<file path="config.mk">
export PLATFORM = sky130hd
export DESIGN_NAME = des_key_sched
export DESIGN_NICKNAME = d
export VERILOG_FILES = /design/src/rtl/des_pkg.sv /design/src/rtl/des_key_sched.sv
export SDC_FILE = /design/constraint.sdc
export NUM_CORES = 1
export LEC_CHECK = 0
export BUFFER_PORTS_ARGS = -buffer_cell sky130_fd_sc_hd__buf_2
export CAP_MARGIN = 20
export CORE_AREA = 2 2 326 328
export DETAILED_ROUTE_END_ITERATION = 8
export DIE_AREA = 0 0 328 330
export MAX_ROUTING_LAYER = met4
export PLACE_DENSITY = 0.45
export SETUP_SLACK_MARGIN = 0.4
export SYNTH_ARGS = -nofsm -noshare
export SYNTH_HDL_FRONTEND = slang
export SYNTH_SLANG_ARGS = --single-unit
</file>
<file path="constraint.sdc">
create_clock -name clk_i -period 0.8 [get_ports clk_i]
set_clock_uncertainty 0.05 [all_clocks]
set_input_delay 0.12 -clock clk_i [delete_from_list [all_inputs] [get_ports clk_i]]
set_output_delay 0.12 -clock clk_i [all_outputs]
set_load 0.02 [all_outputs]
</file>
<file path="src/rtl/des_pkg.sv">
// DES package: permutation tables, S-boxes, round-key and round functions.
`timescale 1ns / 1ps
package des_pkg;

  localparam int unsigned BlockW  = 64;
  localparam int unsigned KeyW    = 48;
  localparam int unsigned NRounds = 16;
  localparam int unsigned HalfKW  = 28;
  localparam int unsigned CfgIdxW = 1;
  localparam int unsigned CfgDataW = 64;
  localparam int unsigned ModeW   = 2;

  localparam logic [CfgIdxW-1:0] CfgKey  = 1'b0;
  localparam logic [CfgIdxW-1:0] CfgMode = 1'b1;

  typedef enum logic [ModeW-1:0] {
    ModeEnc  = 2'd0,
    ModeDec  = 2'd1,
    ModeNone = 2'd2,
    ModeRsvd = 2'd3
  } mode_e;

  typedef logic [KeyW-1:0] rkey_t;

  typedef struct packed {
    logic [31:0] l;
    logic [31:0] r;
    logic        last;
  } blk_t;

  localparam logic [7:0] TabIp [64] = '{
    58,50,42,34,26,18,10,2, 60,52,44,36,28,20,12,4,
    62,54,46,38,30,22,14,6, 64,56,48,40,32,24,16,8,
    57,49,41,33,25,17,9,1,  59,51,43,35,27,19,11,3,
    61,53,45,37,29,21,13,5, 63,55,47,39,31,23,15,7};

  localparam logic [7:0] TabFp [64] = '{
    40,8,48,16,56,24,64,32, 39,7,47,15,55,23,63,31,
    38,6,46,14,54,22,62,30, 37,5,45,13,53,21,61,29,
    36,4,44,12,52,20,60,28, 35,3,43,11,51,19,59,27,
    34,2,42,10,50,18,58,26, 33,1,41,9,49,17,57,25};

  localparam logic [7:0] TabE [48] = '{
    32,1,2,3,4,5, 4,5,6,7,8,9, 8,9,10,11,12,13, 12,13,14,15,16,17,
    16,17,18,19,20,21, 20,21,22,23,24,25, 24,25,26,27,28,29, 28,29,30,31,32,1};

  localparam logic [7:0] TabP [32] = '{
    16,7,20,21,29,12,28,17, 1,15,23,26,5,18,31,10,
    2,8,24,14,32,27,3,9,    19,13,30,6,22,11,4,25};

  localparam logic [7:0] TabPc1 [56] = '{
    57,49,41,33,25,17,9, 1,58,50,42,34,26,18,
    10,2,59,51,43,35,27, 19,11,3,60,52,44,36,
    63,55,47,39,31,23,15, 7,62,54,46,38,30,22,
    14,6,61,53,45,37,29, 21,13,5,28,20,12,4};

  localparam logic [7:0] TabPc2 [48] = '{
    14,17,11,24,1,5, 3,28,15,6,21,10, 23,19,12,4,26,8, 16,7,27,20,13,2,
    41,52,31,37,47,55, 30,40,51,45,33,48, 44,49,39,56,34,53, 46,42,50,36,29,32};

  localparam logic [1:0] RotSched [16] = '{1,1,2,2,2,2,2,2,1,2,2,2,2,2,2,1};

  localparam logic [3:0] Sbox [8][64] = '{
    '{14,4,13,1,2,15,11,8,3,10,6,12,5,9,0,7, 0,15,7,4,14,2,13,1,10,6,12,11,9,5,3,8,
      4,1,14,8,13,6,2,11,15,12,9,7,3,10,5,0, 15,12,8,2,4,9,1,7,5,11,3,14,10,0,6,13},
    '{15,1,8,14,6,11,3,4,9,7,2,13,12,0,5,10, 3,13,4,7,15,2,8,14,12,0,1,10,6,9,11,5,
      0,14,7,11,10,4,13,1,5,8,12,6,9,3,2,15, 13,8,10,1,3,15,4,2,11,6,7,12,0,5,14,9},
    '{10,0,9,14,6,3,15,5,1,13,12,7,11,4,2,8, 13,7,0,9,3,4,6,10,2,8,5,14,12,11,15,1,
      13,6,4,9,8,15,3,0,11,1,2,12,5,10,14,7, 1,10,13,0,6,9,8,7,4,15,14,3,11,5,2,12},
    '{7,13,14,3,0,6,9,10,1,2,8,5,11,12,4,15, 13,8,11,5,6,15,0,3,4,7,2,12,1,10,14,9,
      10,6,9,0,12,11,7,13,15,1,3,14,5,2,8,4, 3,15,0,6,10,1,13,8,9,4,5,11,12,7,2,14},
    '{2,12,4,1,7,10,11,6,8,5,3,15,13,0,14,9, 14,11,2,12,4,7,13,1,5,0,15,10,3,9,8,6,
      4,2,1,11,10,13,7,8,15,9,12,5,6,3,0,14, 11,8,12,7,1,14,2,13,6,15,0,9,10,4,5,3},
    '{12,1,10,15,9,2,6,8,0,13,3,4,14,7,5,11, 10,15,4,2,7,12,9,5,6,1,13,14,0,11,3,8,
      9,14,15,5,2,8,12,3,7,0,4,10,1,13,11,6, 4,3,2,12,9,5,15,10,11,14,1,7,6,0,8,13},
    '{4,11,2,14,15,0,8,13,3,12,9,7,5,10,6,1, 13,0,11,7,4,9,1,10,14,3,5,12,2,15,8,6,
      1,4,11,13,12,3,7,14,10,15,6,8,0,5,9,2, 6,11,13,8,1,4,10,7,9,5,0,15,14,2,3,12},
    '{13,2,8,4,6,15,11,1,10,9,3,14,5,0,12,7, 1,15,13,8,10,3,7,4,12,5,6,11,0,14,9,2,
      7,11,4,1,9,12,14,2,0,6,10,13,15,3,5,8, 2,1,14,7,4,10,8,13,15,12,9,0,3,5,6,11}};

  // Tables count bits from 1 at the top of the word.
  function automatic logic [63:0] ip_perm(input logic [63:0] x);
    logic [63:0] y;
    for (int i = 0; i < 64; i++) y[63-i] = x[64 - int'(TabIp[i])];
    return y;
  endfunction

  function automatic logic [63:0] fp_perm(input logic [63:0] x);
    logic [63:0] y;
    for (int i = 0; i < 64; i++) y[63-i] = x[64 - int'(TabFp[i])];
    return y;
  endfunction

  function automatic logic [55:0] pc1_perm(input logic [63:0] x);
    logic [55:0] y;
    for (int i = 0; i < 56; i++) y[55-i] = x[64 - int'(TabPc1[i])];
    return y;
  endfunction

  function automatic rkey_t pc2_perm(input logic [55:0] x);
    rkey_t y;
    for (int i = 0; i < 48; i++) y[47-i] = x[56 - int'(TabPc2[i])];
    return y;
  endfunction

  function automatic logic [HalfKW-1:0] rotl28(input logic [HalfKW-1:0] x,
                                               input logic [1:0] s);
    return (s == 2'd1) ? {x[HalfKW-2:0], x[HalfKW-1]} : {x[HalfKW-3:0], x[HalfKW-1 -: 2]};
  endfunction

  function automatic logic [31:0] feistel(input logic [31:0] r, input rkey_t k);
    logic [47:0] x;
    logic [31:0] s;
    logic [5:0]  b;
    logic [31:0] y;
    for (int i = 0; i < 48; i++) x[47-i] = r[32 - int'(TabE[i])];
    x = x ^ k;
    for (int i = 0; i < 8; i++) begin
      b = x[47-6*i -: 6];
      s[31-4*i -: 4] = Sbox[i][{b[5], b[0], b[4:1]}];
    end
    for (int i = 0; i < 32; i++) y[31-i] = s[32 - int'(TabP[i])];
    return y;
  endfunction

endpackage

</file>
<file path="src/rtl/des_key_sched.sv">
// DES key schedule: registered 16 round keys, ordered by mode.
`timescale 1ns / 1ps
module des_key_sched (
  input  logic                       clk_i,
  input  logic                       rst_ni,
  input  logic [63:0]                key_i,
  input  logic [des_pkg::ModeW-1:0]  mode_i,
  output des_pkg::rkey_t             rkey_o [des_pkg::NRounds],
  output logic                       bypass_o
);
  des_pkg::rkey_t rk [des_pkg::NRounds];
  des_pkg::rkey_t rkey_q [des_pkg::NRounds];
  logic bypass_q;

  always_comb begin
    logic [55:0] cd;
    logic [27:0] c, d;
    cd = des_pkg::pc1_perm(key_i);
    c  = cd[55:28];
    d  = cd[27:0];
    for (int i = 0; i < des_pkg::NRounds; i++) begin
      c = des_pkg::rotl28(c, des_pkg::RotSched[i]);
      d = des_pkg::rotl28(d, des_pkg::RotSched[i]);
      rk[i] = des_pkg::pc2_perm({c, d});
    end
  end

  // User keeps config static while items flow (block does not enforce it); one register level decouples the schedule.
  always_ff @(posedge clk_i or negedge rst_ni) begin
    if (!rst_ni) begin
      bypass_q <= 1'b0;
    end else begin
      bypass_q <= !(mode_i == des_pkg::ModeEnc || mode_i == des_pkg::ModeDec);
    end
  end

  always_ff @(posedge clk_i) begin
    for (int i = 0; i < des_pkg::NRounds; i++)
      rkey_q[i] <= (mode_i == des_pkg::ModeDec) ? rk[des_pkg::NRounds-1-i] : rk[i];
  end

  assign rkey_o   = rkey_q;
  assign bypass_o = bypass_q;
endmodule

</file>
# After elaboration in Yosys (flattened, before gate mapping)
# Cells that the tools add are included.
[op_classes] eq_ne=1 muxes=16 reduce_logical=3
[op_table] cell="2-to-1 mux 48 bit" count=16
[op_table] cell="equality test 2 x 1 -> 1 bit, second input constant" count=1
[op_table] cell="zero test 2 bit" count=1
[op_table] cell="zero test 1 bit" count=1
[op_table] cell="logical OR 1 bit" count=1
[totals] ff_bits=769 out_inout_bits=769 wordCells=37

# Depth between registers and ports, before layout
[depth] ltp_word=3 depth_mapped=5 ltp_nobuf=2

# Worst setup path before layout
# No wires, ideal clock.
[synth_path] kind="input port to flip-flop" startpoint="input port mode_i[0] in the netlist's numbering" endpoint="register rkey_q, in the netlist rkey_o[10]" arrival_ns=1.082 setup_slack_ns=-0.453 cell_stages=5 n_path_buf=3 cell_sequence="nor2b_1 buf_2 buf_4 buf_6 mux2_2"
[synth_via] elab_chain_len=2
[synth_lines] element="start: declaration" line="des_key_sched.sv:7" text="input logic [des_pkg::ModeW-1:0] mode_i,"
[synth_lines] element="equality test 2 x 1 -> 1 bit" line="des_key_sched.sv:39" text="rkey_q[i] <= (mode_i == des_pkg::ModeDec) ? rk[des_pkg::NRounds-1-i] : rk[i];"
[synth_lines] element="2-to-1 mux 48 bit" line="des_key_sched.sv:39"
[synth_lines] element="end signal: indexed assignment" line="des_key_sched.sv:39"
[synth_lines] element="end: declaration" line="des_key_sched.sv:12" text="des_pkg::rkey_t rkey_q [des_pkg::NRounds];"
# Every way passes these cells.

# Worst setup path after layout
[layout_path] startpoint="register rkey_q, in the netlist rkey_o[314]" endpoint="output port rkey_o[314] in the netlist's numbering"
[layout_lines] element="end: declaration" line="des_key_sched.sv:8" text="output des_pkg::rkey_t rkey_o [des_pkg::NRounds],"
# No word-level cell between the ends.

==> flow_summary_export.csv <==
group,metric,value,unit
drt,wl_per_cell,24.5,um
timing,tightest_slew,0.641,ns
worst_setup_path,cpPeakStageDelay,0.39,ns
power_and_ir_drop,p_sw_share,27.0,%
placed_design,place_congestion,0.787,
logic_synthesis,synthMuxAreaShare,33.4,%
clock_network,cts_root_buffer,"clkbuf_16",
worst_setup_path,cp_top_family,"flip-flops",
drt,vias,15918,
floorplanning,die-width,328,um
run_status,status,"finished, violations left",
worst_setup_path,path_class,"register to primary output",
timing,max_clock_freq,0.752,GHz
floorplanning,start_util,22.1,%
logic_synthesis,ys_warn_count,0,
worst_setup_path,crit_path_end_kind,"primary output",
power_and_ir_drop,switchingPower,25500,uW
logic_synthesis,seq_area_frac_synth,59.6,%
drt,met1_length,39000,um
logic_synthesis,synth_xor_xnor_area_share,0,%
timing,period_minus_slack,1.33,ns
power_and_ir_drop,p_leak,0.0169,uW
drt,vias_per_cell,4.04,
timing,fin_crit_sh,166,%
worst_setup_path,arrival,1.16,ns
worst_setup_path,worstSetupStartpointType,"register",
floorplanning,dieArea,108000,um2
drt,routed_wl,96500,um
power_and_ir_drop,seqPwrFrac,41.9,%
logic_synthesis,syn_nets,1720,
worst_setup_path,cp_max_fo,1,
clock_network,cts_buffers,77,
floorplanning,fp-row-count,119,
clock_network,cts_tree,"done",
clock_network,cts.sinks,689,
run_status,violations,"hold timing, setup timing",
drt,detail-route-antenna-nets,0,
worst_setup_path,critPathBufInv,1,
logic_synthesis,synth_fa_ha_area_share,0,%
grt,grt_overflow_total,0,
cells_and_area,layout-drive-gt1-share,98.3,%
power_and_ir_drop,peakVddDrop,1750,uV
placed_design,post-dp-hpwl,64500,um
grt,grt_usage,17.4,%
placed_design,placed_area,30000,um2
clock_network,cts.clk_slew.worst_paths,0.06,ns
timing,setup_viol,947,
timing,tns,-353.58,ns
cells_and_area,areaGrowthSynthToFinish,70.5,%
drt,drt_iter0_drc,519,
logic_synthesis,synth_simple_gate_area_share,0.0540,%
clock_network,clk_path_buf_depth,3,
run,max-cap-violations,0,
timing,layout_setup_ws,-0.530,ns
worst_setup_path,critPathSlowestCell,"dfxtp_4",
floorplanning,core-area,105000,um2
timing,finalHoldViolCount,657,
worst_setup_path,path_cells,"buf_6",
grt,grt_max_degree,35,
cells_and_area,final_common_cell,"buf_6",
logic_synthesis,synth_area,23200,um2
power_and_ir_drop,total_power,94200,uW
logic_synthesis,netlist_instances,1652,
timing,rsz0062_at_grt,"true",
timing,drv_slew,0,
cells_and_area,final_cell_mix,"769 x buf_6, 661 x dfxtp_2, 511 x mux2_2",
power_and_ir_drop,power_density,2390,nW/um2
drt,route.met3.wl,6690,um
drt,wl_met2,48400,um
placed_design,io_buffers,828,
cells_and_area,layout.nets,2556,
worst_setup_path,required,0.63,ns
drt,route.detailed.drc,0,
drt,highest_layer,"met4",
drt,drt_first_pass_iters,5,
floorplanning,top_level_ports,837,
power_and_ir_drop,combPwrFrac,20.2,%
grt,antenna_found_initial,8,
floorplanning,fp.dieH,330,um
min_path,worstHoldPathType,"input pin to async pin",
logic_synthesis,ys_ff_latch,689,
clock_network,hold_buffers,2,
timing,max-slew-margin-rel,57.3,%
logic_synthesis,synth_compound_area_share,0,%
timing,holdWs,-0.231,ns
logic_synthesis,syn_avg_cell_area,14.0,um2
cells_and_area,final_area,39500,um2
placed_design,dp_slack,-0.710,ns
power_and_ir_drop,clkPwrFrac,37.9,%
power_and_ir_drop,internal_power,68800,uW
logic_synthesis,synth_top_family_by_area,"multiplexers",
grt,grt_pass1_vias,17121,
grt,grt_pass1_wl,131000,um
logic_synthesis,synth_cell_types,11,
clock_network,htreeDepth,3,
==> power groups by stage <==
stage	clock network, uW	registers, uW	logic (uW)
after floorplan	0	42200	5290
after global placement	0	39000	14700
after detailed placement	0	38900	14700
after CTS	36600	39500	18700
after global routing	37900	39700	19800
final	35700	39500	19000
==> what timing repair did <==
action / CTS / global route
setup buffers: 8 / 11
gates resized for setup: 2284 / 86
pin swaps: 0 / 0
endpoints found under the hold margin: 690 / 689
endpoints found under the setup margin: 1457 / 1457
cloned: 10 / 11
==> layout make-up <==
type	count	area, um2
timing repair buffer	1030	12100
fill	9842	65200
clock inverter	26	353
multi-input combinational	690	8380
tap	1391	1740
clock buffer	110	2160
sequential	689	14700
antenna	7	17.5
==> synth_stat cells <==
cell,number,share of area [%]
dfxtp_1,688,59
mux2_2,663,32
clkbuf_1,113,1.8
buf_4,91,2.9
buf_2,40,0.86
buf_6,25,1.2
mux2_1,25,1.2
buf_1,4,0.065
dfrtp_1,1,0.11
nand2b_1,1,0.027
nor2b_1,1,0.027
==> state kept, by name, summed over array words and instances, names as in the netlist <==
name and cells:
bypass_o 1, rkey_o 688
==> metrics by stage <==
step | std cells | util [%]
final | 3943 | 37.7
after CTS | 3914 | 37.1
after detailed placement | 3758 | 28.7
after global placement | 3758 | 28.7
after floorplan | 1652 | -
after global routing | 3939 | 37.7
==> per-layer routing <==
metal	global-route usage (%)	vias to the layer above
met5	-	-
met4	6.04	0
met3	4.56	125
met2	29.8	617
met1	19.7	7951
li1	-	7225
==> logic make-up (layout without fill, tap and decap cells) <==
family	after synthesis	in the layout
simple gates	2	2
buf+inv	273	1166
other cells	0	7
mux	688	688
flops	689	689
==> worst max path at each step <==
stage,from,endpoint,slack [ns],cells past startpoint
floorplan,mode_i[0],rkey_o[277],-0.34,5
detailed placement,mode_i[1],rkey_o[629],-0.71,5
global route,rkey_o[377],rkey_o[377],-0.58,1
finish,rkey_o[314],rkey_o[314],-0.53,1
global placement,mode_i[1],rkey_o[119],-0.70,5
CTS,rkey_o[359],rkey_o[738],-0.61,1
(Power assumes the default switching activity.)
