## src/rtl/des_pkg.sv

```systemverilog
// DES package: permutation tables, S-boxes, round-key and round functions.
`timescale 1ns / 1ps
package des_pkg;

  localparam int unsigned BlockW  = 64;
  localparam int unsigned KeyW    = 48;
  localparam int unsigned NRounds = 16;
  localparam int unsigned HalfKW  = 28;
  localparam int unsigned CfgIdxW = 1;
  localparam int unsigned CfgDataW = 64;
  localparam int unsigned ModeW   = 2;

  localparam logic [CfgIdxW-1:0] CfgKey  = 1'b0;
  localparam logic [CfgIdxW-1:0] CfgMode = 1'b1;

  typedef enum logic [ModeW-1:0] {
    ModeEnc  = 2'd0,
    ModeDec  = 2'd1,
    ModeNone = 2'd2,
    ModeRsvd = 2'd3
  } mode_e;

  typedef logic [KeyW-1:0] rkey_t;

  typedef struct packed {
    logic [31:0] l;
    logic [31:0] r;
    logic        last;
  } blk_t;

  localparam logic [7:0] TabIp [64] = '{
    58,50,42,34,26,18,10,2, 60,52,44,36,28,20,12,4,
    62,54,46,38,30,22,14,6, 64,56,48,40,32,24,16,8,
    57,49,41,33,25,17,9,1,  59,51,43,35,27,19,11,3,
    61,53,45,37,29,21,13,5, 63,55,47,39,31,23,15,7};

  localparam logic [7:0] TabFp [64] = '{
    40,8,48,16,56,24,64,32, 39,7,47,15,55,23,63,31,
    38,6,46,14,54,22,62,30, 37,5,45,13,53,21,61,29,
    36,4,44,12,52,20,60,28, 35,3,43,11,51,19,59,27,
    34,2,42,10,50,18,58,26, 33,1,41,9,49,17,57,25};

  localparam logic [7:0] TabE [48] = '{
    32,1,2,3,4,5, 4,5,6,7,8,9, 8,9,10,11,12,13, 12,13,14,15,16,17,
    16,17,18,19,20,21, 20,21,22,23,24,25, 24,25,26,27,28,29, 28,29,30,31,32,1};

  localparam logic [7:0] TabP [32] = '{
    16,7,20,21,29,12,28,17, 1,15,23,26,5,18,31,10,
    2,8,24,14,32,27,3,9,    19,13,30,6,22,11,4,25};

  localparam logic [7:0] TabPc1 [56] = '{
    57,49,41,33,25,17,9, 1,58,50,42,34,26,18,
    10,2,59,51,43,35,27, 19,11,3,60,52,44,36,
    63,55,47,39,31,23,15, 7,62,54,46,38,30,22,
    14,6,61,53,45,37,29, 21,13,5,28,20,12,4};

  localparam logic [7:0] TabPc2 [48] = '{
    14,17,11,24,1,5, 3,28,15,6,21,10, 23,19,12,4,26,8, 16,7,27,20,13,2,
    41,52,31,37,47,55, 30,40,51,45,33,48, 44,49,39,56,34,53, 46,42,50,36,29,32};

  localparam logic [1:0] RotSched [16] = '{1,1,2,2,2,2,2,2,1,2,2,2,2,2,2,1};

  localparam logic [3:0] Sbox [8][64] = '{
    '{14,4,13,1,2,15,11,8,3,10,6,12,5,9,0,7, 0,15,7,4,14,2,13,1,10,6,12,11,9,5,3,8,
      4,1,14,8,13,6,2,11,15,12,9,7,3,10,5,0, 15,12,8,2,4,9,1,7,5,11,3,14,10,0,6,13},
    '{15,1,8,14,6,11,3,4,9,7,2,13,12,0,5,10, 3,13,4,7,15,2,8,14,12,0,1,10,6,9,11,5,
      0,14,7,11,10,4,13,1,5,8,12,6,9,3,2,15, 13,8,10,1,3,15,4,2,11,6,7,12,0,5,14,9},
    '{10,0,9,14,6,3,15,5,1,13,12,7,11,4,2,8, 13,7,0,9,3,4,6,10,2,8,5,14,12,11,15,1,
      13,6,4,9,8,15,3,0,11,1,2,12,5,10,14,7, 1,10,13,0,6,9,8,7,4,15,14,3,11,5,2,12},
    '{7,13,14,3,0,6,9,10,1,2,8,5,11,12,4,15, 13,8,11,5,6,15,0,3,4,7,2,12,1,10,14,9,
      10,6,9,0,12,11,7,13,15,1,3,14,5,2,8,4, 3,15,0,6,10,1,13,8,9,4,5,11,12,7,2,14},
    '{2,12,4,1,7,10,11,6,8,5,3,15,13,0,14,9, 14,11,2,12,4,7,13,1,5,0,15,10,3,9,8,6,
      4,2,1,11,10,13,7,8,15,9,12,5,6,3,0,14, 11,8,12,7,1,14,2,13,6,15,0,9,10,4,5,3},
    '{12,1,10,15,9,2,6,8,0,13,3,4,14,7,5,11, 10,15,4,2,7,12,9,5,6,1,13,14,0,11,3,8,
      9,14,15,5,2,8,12,3,7,0,4,10,1,13,11,6, 4,3,2,12,9,5,15,10,11,14,1,7,6,0,8,13},
    '{4,11,2,14,15,0,8,13,3,12,9,7,5,10,6,1, 13,0,11,7,4,9,1,10,14,3,5,12,2,15,8,6,
      1,4,11,13,12,3,7,14,10,15,6,8,0,5,9,2, 6,11,13,8,1,4,10,7,9,5,0,15,14,2,3,12},
    '{13,2,8,4,6,15,11,1,10,9,3,14,5,0,12,7, 1,15,13,8,10,3,7,4,12,5,6,11,0,14,9,2,
      7,11,4,1,9,12,14,2,0,6,10,13,15,3,5,8, 2,1,14,7,4,10,8,13,15,12,9,0,3,5,6,11}};

  // Tables count bits from 1 at the top of the word.
  function automatic logic [63:0] ip_perm(input logic [63:0] x);
    logic [63:0] y;
    for (int i = 0; i < 64; i++) y[63-i] = x[64 - int'(TabIp[i])];
    return y;
  endfunction

  function automatic logic [63:0] fp_perm(input logic [63:0] x);
    logic [63:0] y;
    for (int i = 0; i < 64; i++) y[63-i] = x[64 - int'(TabFp[i])];
    return y;
  endfunction

  function automatic logic [55:0] pc1_perm(input logic [63:0] x);
    logic [55:0] y;
    for (int i = 0; i < 56; i++) y[55-i] = x[64 - int'(TabPc1[i])];
    return y;
  endfunction

  function automatic rkey_t pc2_perm(input logic [55:0] x);
    rkey_t y;
    for (int i = 0; i < 48; i++) y[47-i] = x[56 - int'(TabPc2[i])];
    return y;
  endfunction

  function automatic logic [HalfKW-1:0] rotl28(input logic [HalfKW-1:0] x,
                                               input logic [1:0] s);
    return (s == 2'd1) ? {x[HalfKW-2:0], x[HalfKW-1]} : {x[HalfKW-3:0], x[HalfKW-1 -: 2]};
  endfunction

  function automatic logic [31:0] feistel(input logic [31:0] r, input rkey_t k);
    logic [47:0] x;
    logic [31:0] s;
    logic [5:0]  b;
    logic [31:0] y;
    for (int i = 0; i < 48; i++) x[47-i] = r[32 - int'(TabE[i])];
    x = x ^ k;
    for (int i = 0; i < 8; i++) begin
      b = x[47-6*i -: 6];
      s[31-4*i -: 4] = Sbox[i][{b[5], b[0], b[4:1]}];
    end
    for (int i = 0; i < 32; i++) y[31-i] = s[32 - int'(TabP[i])];
    return y;
  endfunction

endpackage

```

## src/rtl/des_round.sv

```systemverilog
// One Feistel round stage (pass-through in bypass) with valid bit and stall hold.
`timescale 1ns / 1ps
module des_round (
  input  logic           clk_i,
  input  logic           rst_ni,
  input  logic           en_i,
  input  logic           valid_i,
  input  des_pkg::blk_t  blk_i,
  input  des_pkg::rkey_t rkey_i,
  input  logic           bypass_i,
  output logic           valid_o,
  output des_pkg::blk_t  blk_o
);
  logic          valid_q;
  des_pkg::blk_t blk_q, blk_d;

  always_comb begin
    blk_d = blk_i;
    if (!bypass_i) begin
      blk_d.l = blk_i.r;
      blk_d.r = blk_i.l ^ des_pkg::feistel(blk_i.r, rkey_i);
    end
  end

  always_ff @(posedge clk_i or negedge rst_ni) begin
    if (!rst_ni) begin
      valid_q <= 1'b0;
    end else if (en_i) begin
      valid_q <= valid_i;
    end
  end

  always_ff @(posedge clk_i) begin
    if (en_i) blk_q <= blk_d;
  end

  assign valid_o = valid_q;
  assign blk_o   = blk_q;
endmodule

```

## config.mk

```make
export PLATFORM = sky130hd
export DESIGN_NAME = des_round
export DESIGN_NICKNAME = d
export VERILOG_FILES = /design/src/rtl/des_pkg.sv /design/src/rtl/des_round.sv
export SDC_FILE = /design/constraint.sdc
export NUM_CORES = 1
export LEC_CHECK = 0
export BUFFER_PORTS_ARGS = -buffer_cell sky130_fd_sc_hd__clkbuf_2
export CORE_AREA = 2 2 151 153
export CTS_BUF_LIST = sky130_fd_sc_hd__clkbuf_8
export DETAILED_ROUTE_END_ITERATION = 8
export DIE_AREA = 0 0 153 155
export GPL_TIMING_DRIVEN = 0
export PLACE_DENSITY_LB_ADDON = 0.05
export SLEW_MARGIN = 25
export SYNTH_ARGS = -nofsm -noshare
export SYNTH_HDL_FRONTEND = slang
export SYNTH_SLANG_ARGS = --single-unit
```

## constraint.sdc

```tcl
create_clock -name clk_i -period 1 [get_ports clk_i]
set_input_delay 0 -clock clk_i [delete_from_list [all_inputs] [get_ports clk_i]]
set_output_delay 0 -clock clk_i [all_outputs]
set_load 0.005 [all_outputs]
```

* Word-level counts from Yosys, hierarchy flattened *
Memory sizes are Yosys's and may differ from the RTL's.
Index checks and enable logic that the tools add are counted.

storage, ports and cells
  ROM bits = 2,048
  flip-flop bits (word level) = 66
  memories kept = 8
  output and inout bits = 66
  bits of input ports = 118
  word-level logic and storage cells = 47

cells by class
  bitwise operators = 10
  multiplexer cells = 17
  magnitude comparators = 8

memories
  memory            words  width  read ports  clocked after memory_dff  wr ports  RTL line        source
  (name not given)  64     4      1           0                         0         des_pkg.sv:120  s[31-4*i -: 4] = Sbox[i][{b[5], b[0], b[4:1]}];
  (name not given)  64     4      1           0                         0         des_pkg.sv:120
  (name not given)  64     4      1           0                         0         des_pkg.sv:120
  (name not given)  64     4      1           0                         0         des_pkg.sv:120
  (name not given)  64     4      1           0                         0         des_pkg.sv:120
  (name not given)  64     4      1           0                         0         des_pkg.sv:120
  +2 memories       --     --     --          --                        --        --

operators by type and width
  kind                number
  $mux 4              16
  $mux 64             1
  $ge 7x7->1 const B  8
  $not 6->7           8
  $xor 48x48->48      1
  $xor 32x32->32      1

* Logic depth before layout (Yosys ltp) *
Gate-level depths: netlist of the first run.

  word-level depth = 7
  mapped depth = 10

* Least setup slack after synthesis of the first run *
Ideal clock, no wire load.

  path kind = input to register
  from = in blk_i[14] in the netlist's numbering
  to = reg blk_q, in the netlist blk_o[19] (data pin)
  cell stages on the path = 10
  data arrival time = 2.160 ns
  required time = 0.736 ns
  setup time = 0.264 ns
  setup slack = -1.424 ns
  cell sequence = xor2_1 -> clkbuf_1 -> ha_1 -> clkbuf_1 -> inv_1 -> mux2i_1 -> mux2_2 -> mux4_2 -> xor2_1 -> o21ai_1

RTL lines
  what                  RTL line         source
  from (decl)           des_round.sv:8   input des_pkg::blk_t blk_i,
  to (signal assigned)  des_round.sv:34  if (en_i) blk_q <= blk_d;
  to (decl)             des_round.sv:15  des_pkg::blk_t blk_q, blk_d;

==> results of run 1 <==
-- state kept, by name (all words and copies together), names as in the netlist --
register and cells:
blk_o 65, valid_o 1
-- timing repair --
item                                   CTS  global route
hold buffers                            33             0
gates cloned                             2             1
pin swaps                               84            84
endpoints found under the hold margin   33             0
gates resized for setup                221           151
buffers inserted                        85            37
setup endpoints to repair               64            43
-- power by group --
part           leakage, uW  switching (uW)  internal [uW]  total, uW
sequential        0.000647             103           3440       3540
combinational      0.00481            4940           4720       9660
clock            0.0000810            1330            891       2220
-- worst max-delay path, stage by stage --
cell     delay (ns)
buf_12         0.11
xor2_4         0.28
ha_4           0.27
buf_6          0.14
mux4_2         0.46
nand2_2        0.10
a21oi_2        0.08
or4b_1         0.56
nand3_2        0.07
-- layout make-up --
type                            instances  area (sq um)  area share
Clock buffer                            9           124     0.00895
Timing Repair Buffer                  328          2590       0.187
Tap cell                              285           357      0.0258
Multi-Input combinational cell        769          7950       0.575
Buffer                                 59           500      0.0362
Sequential cell                        66          1980       0.143
Timing Repair inverter                  2          12.5    0.000904
Clock inverter                          7          46.3     0.00335
Inverter                               56           275      0.0199
-- layout by cell type (no fill, tap or decap), types with 31 or more instances in the layout --
master | Yosys | routed
nand2_1 | 86 | 79
nor2_1 | 62 | 53
inv_1 | 52 | 31
mux2_2 | 34 | 31
xnor2_1 | 59 | 39
dlygate4sd3_1 | 0 | 32
mux2i_1 | 46 | 39
buf_4 | 7 | 101
clkbuf_2 | 0 | 157
nand3_1 | 49 | 46
ha_4 | 0 | 32
buf_6 | 0 | 43
edfxtp_1 | 65 | 65
mux4_2 | 30 | 31
-- how the worst max path moves through the flow --
stage	cells after the start	startpoint	endpoint	slack [ns]
floorplan	10	blk_i[14]	blk_o[30]	-1.08
global placement	10	blk_i[13]	blk_o[19]	-1.56
detailed placement	10	blk_i[13]	blk_o[19]	-1.57
CTS	10	rkey_i[20]	blk_o[30]	-0.83
global route	7	blk_i[21]	blk_o[23]	-0.92
finish	9	blk_i[13]	blk_o[25]	-0.83
-- per-stage QoR --
| step | total power, uW | cell area (sq um) | hold WS, ns | utilization | TNS [ns] |
|---|---|---|---|---|---|
| 2_1_floorplan | 8570 | 9460 | -0.296 | - | -25.77 |
| 3_3_place_gp | 10700 | 10700 | -0.225 | 0.481 | -117.82 |
| 3_5_place_dp | 10700 | 10700 | -0.225 | 0.482 | -63.29 |
| 4_1_cts | 14400 | 12900 | 0.000544 | 0.582 | -20.65 |
| 5_1_grt | 16200 | 13800 | 0.0130 | 0.622 | -22.83 |
| 6_report | 15400 | 13800 | 0.0111 | 0.622 | -20.43 |
-- per-layer routing --
layer	GRT usage	vias to the layer above	share of wire	routed length, microns
met2	0.461	451	0.49	16500
met1	0.359	4489	0.40	13600
met4	0.112	0	0.037	1260
li1	-	4283	-	-
met3	0.0362	70	0.072	2440
met5	0	-	0	0
-- kinds of logic after synthesis --
| logic type | Yosys count | synth area share |
|---|---|---|
| buffers and inverters | 118 | 0.0566 |
| flip-flops | 66 | 0.228 |
| multiplexers | 111 | 0.178 |
| adder cells (fa/ha/maj) | 63 | 0.0906 |
| AND/OR/NAND/NOR | 275 | 0.148 |
| XOR/XNOR | 109 | 0.121 |
| AO/OA/AOI/OAI | 211 | 0.178 |
==> flow_metrics.py, run 1 <==
metrics = {
    "status": {
        "status": "complete, but fails checks",
        "violations": "setup timing",
    },
    "synth": {
        "synth-edff-count": 65,
        "seq_area_frac_synth": 0.228,
        "yosysTopAreaCell": "edfxtp_1",
        "synthArstFlopShare": 0.0152,
        "syn_nets": 1133,
        "netlist_top_cells_area": "edfxtp_1 23%, ha_1 8.9%, mux4_2 7.8%, xnor2_1 6.0%, mux2i_1 5.3%",
        "synth_cell_types": 76,
        "post-synth-top-count-cell": "nand2_1",
        "synth_commonest_cells": "86 x nand2_1, 65 x edfxtp_1, 62 x ha_1, 62 x nor2_1, 59 x xnor2_1",
        "synth_top_area_frac": 0.225,
        "syn_inst": 953,
        "yosys_most_used_dff": "edfxtp_1",
        "ys_ff_latch": 66,
        "postSynthAreaPerCell_sq_um": 9.10,
        "synth_warnings": 0,
        "syn-cell-area_sq_um": 8670,
    },
    "timing": {
        "timing.final.crit_share": 1.83,
        "finClkSkew_ns": 0,
        "worst_pin_slew_ns": 0.842,
        "slew-limit-headroom": 0.435,
        "period_minus_slack_ns": 1.83,
        "setup_ws_ns": -0.828,
        "rsz0062_at_grt": "true",
        "max_freq_mhz": 547,
        "hold_violations": 0,
        "setup_violations": 32,
        "final_max_slew_viol_count": 0,
    },
    "die": {
        "die_h_microns": 155,
        "io_pins": 184,
        "num_rows": 55,
        "core-area_sq_um": 22200,
        "die_area_sq_um": 23700,
        "start_util": 0.390,
        "chipWidth_microns": 153,
    },
    "clock_network": {
        "cts_root_buf": "clkbuf_8",
        "clock-sinks": 66,
        "cts.htree.levels": 3,
        "cts_tree": "done",
        "insertion_delay_ns": 0.38,
        "cts_buffers": 9,
        "clkTransAtPathRegs_ns": 0.09,
        "clockBufferDepth": 2,
    },
    "global_route": {
        "grt_pass1_wl_microns": 50500,
        "grt_overflow": 0,
        "grt_pass1_vias": 8682,
        "grtUsageTotal": 0.274,
        "antenna_found_initial": 0,
        "grt_start_max_net_pins": 44,
    },
    "final_layout": {
        "final_nets": 1471,
        "diodes": 0,
        "fin_cells": 1581,
        "syn2layout_area_growth_pct": 59.5,
        "drive_gt1_frac": 0.494,
        "fillers": 1849,
    },
    "setup_path": {
        "arrival_ns": 2.07,
        "crit_type": "input port to flop",
        "reg2reg_depth": 1,
        "start_kind": "input port",
        "crit_required_ns": 1.25,
        "regToRegSetupSlack_ns": 0.25,
        "cp-end-kind": "flop",
        "r2r_start": "valid_o",
        "rr_endpoint": "valid_o",
        "crit_fanout": 7,
    },
    "detailed_routing": {
        "final_antenna_net_count": 0,
        "dr_total_vias": 9293,
        "drc": 0,
        "wl_per_cell_microns": 21.4,
        "wl_microns": 33800,
        "first_iter_violations": 698,
        "vias_per_cell": 5.88,
        "dr.pass1.iters": 5,
    },
    "placement": {
        "port_buffers": 175,
        "dpl.hpwl_microns": 23200,
        "place_ws_ns": -1.57,
        "dp.cells": 1414,
        "place_congestion": 0.904,
    },
    "min_path": {
        "whs_path_depth": 2,
        "min_from": "blk_i[40]",
        "hold_class": "input port to flop",
        "min_to": "blk_o[40]",
    },
    "run": {
        "drv_cap": 0,
    },
    "pwr": {
        "p_leak_uw": 0.00553,
        "power-per-cell-area_nw_per_um2": 1110,
        "ir_worst_vdd_mv": 0.726,
    },
}
Note: power is estimated with default switching activity, not from simulation.
==> inputs of run 2 (changes only) <==
==> constraint.sdc (replaced) <==
create_clock -name clk_i -period 1 [get_ports clk_i]
set_input_delay 0 -clock clk_i [delete_from_list [all_inputs] [get_ports clk_i]]
set_output_delay 0 -clock clk_i [all_outputs]
set_load 0.05 [all_outputs]
==> flow_metrics.py, run 2 (synthesized netlist as in run 1, its figures left out) <==
metrics = {
    "timing": {
        "setup_ws_ns": -0.841,
        "hold_violations": 0,
        "max_freq_mhz": 543,
        "worst_pin_slew_ns": 0.839,
        "finClkSkew_ns": 0,
        "slew-limit-headroom": 0.439,
        "finalSetupTns_ns": -20.42,
        "rsz0062_at_grt": "true",
        "period_minus_slack_ns": 1.84,
        "final_max_slew_viol_count": 0,
        "setup_violations": 35,
        "timing.final.crit_share": 1.84,
    },
    "final_layout": {
        "postLayoutCoreUtil": 0.630,
        "fin_cells": 1581,
        "syn2layout_area_growth_pct": 61.4,
        "diodes": 0,
        "drive_gt1_frac": 0.492,
        "largest_reg_flops": 65,
        "final_nets": 1471,
        "fillers": 1827,
        "final_common_cell": "buf_4",
        "final_cell_mix": "111 x buf_4, 98 x clkbuf_2, 79 x nand2_1",
    },
    "detailed_routing": {
        "drc": 0,
        "final_antenna_net_count": 0,
        "wl_per_cell_microns": 21.4,
        "dr_total_vias": 9355,
        "wl_microns": 33900,
        "routed.top_layer": "met4",
        "wl_met3_microns": 2410,
        "first_iter_violations": 771,
        "wl_met1_microns": 13700,
        "dr.pass1.iters": 5,
        "vias_per_cell": 5.92,
        "wl_met2_microns": 16500,
    },
    "min_path": {
        "hold_class": "input port to flop",
        "min_from": "blk_i[40]",
        "min_to": "blk_o[40]",
        "whs_path_depth": 2,
    },
    "die": {
        "die_area_sq_um": 23700,
        "die_h_microns": 155,
        "io_pins": 184,
        "num_rows": 55,
        "chipWidth_microns": 153,
        "core-area_sq_um": 22200,
        "start_util": 0.390,
    },
    "global_route": {
        "grt_overflow": 0,
        "grt_start_max_net_pins": 44,
        "antenna_found_initial": 0,
        "grt_pass1_vias": 8732,
        "grt_pass1_wl_microns": 50600,
        "grtUsageTotal": 0.275,
    },
    "setup_path": {
        "r2r_start": "valid_o",
        "crit_required_ns": 1.24,
        "start_kind": "input port",
        "crit_type": "input port to flop",
        "crit_fanout": 7,
        "arrival_ns": 2.08,
        "rr_endpoint": "valid_o",
        "cp-end-kind": "flop",
        "reg2reg_depth": 1,
        "regToRegSetupSlack_ns": 0.25,
    },
    "placement": {
        "place_ws_ns": -1.57,
        "place_congestion": 0.904,
        "dp.cells": 1414,
        "dpl.hpwl_microns": 23200,
        "port_buffers": 175,
    },
    "clock_network": {
        "cts_buffers": 9,
        "clockBufferDepth": 2,
        "cts_root_buf": "clkbuf_8",
        "cts_tree": "done",
        "cts.htree.levels": 3,
        "insertion_delay_ns": 0.38,
        "clkTransAtPathRegs_ns": 0.09,
        "clock-sinks": 66,
    },
    "pwr": {
        "power-per-cell-area_nw_per_um2": 1190,
        "ir_worst_vdd_mv": 0.733,
        "p_leak_uw": 0.00558,
        "power_uw": 16700,
    },
    "status": {
        "status": "complete, but fails checks",
        "violations": "setup timing",
    },
    "run": {
        "drv_cap": 0,
    },
}
-- run 2: changes by cell type in the layout (fill, tap and decap cells not counted), moves of 2 or more --
cell and delta:
a311oi_2 -2, clkbuf_4 +22, clkbuf_2 -59, buf_4 +10, a311oi_1 +2, buf_2 +15, buf_8 +8, clkbuf_8 +3
-- run 2: worst max path at each step --
stage | startpoint | endpoint
2_1_floorplan | blk_i[14] | blk_o[30]
3_3_place_gp | blk_i[13] | blk_o[19]
3_5_place_dp | blk_i[13] | blk_o[19]
4_1_cts | rkey_i[20] | blk_o[30]
5_1_grt | blk_i[21] | blk_o[23]
6_report | blk_i[13] | blk_o[25]
-- run 2: what timing repair did --
item / in CTS / in global routing
hold buffers: 33 / 0
buffers inserted: 85 / 37
resized for setup: 274 / 186
pin swaps: 84 / 83
hold endpoints to repair: 33 / 0
setup endpoints to repair: 106 / 76
gates cloned: 2 / 1
-- run 2: worst max-delay path, stage by stage --
cell and delay (ns):
buf_12 0.11, xor2_4 0.28, ha_4 0.27, buf_6 0.13, mux4_2 0.46, nand2_2 0.10
a21oi_2 0.08, or4b_1 0.56, nand3_2 0.07
-- run 2: metrics by stage --
step	hold slack, ns	instance area, sq um
after detailed placement	-0.225	10700
after CTS	0.000544	13100
final	0.0151	14000
after global routing	0.0189	14000
after global placement	-0.225	10700
after floorplan	-0.296	9460
-- run 2: report_power, final --
part,internal (uW),switching (uW),total (uW),leakage (uW)
combinational,4900,6000,10900,0.00485
sequential,3440,116,3560,0.000647
clock,891,1320,2210,0.0000810
total,9230,7430,16700,0.00558
-- run 2: layout make-up --
type                       count  area [sq um]  area share
inverter                      56           275      0.0197
sequential                    66          1980       0.141
clock inverter                 7          46.3     0.00331
multi-input combinational    769          7920       0.566
tap                          285           357      0.0255
timing repair inverter         2          12.5    0.000894
timing repair buffer         328          2790       0.199
clock buffer                   9           124     0.00885
buffer                        59           500      0.0358
-- run 2: layer usage --
metal	global-route usage	up-vias
li1	-	4282
met1	0.360	4521
met2	0.462	465
met3	0.0323	87
met4	0.115	0
met5	0	-
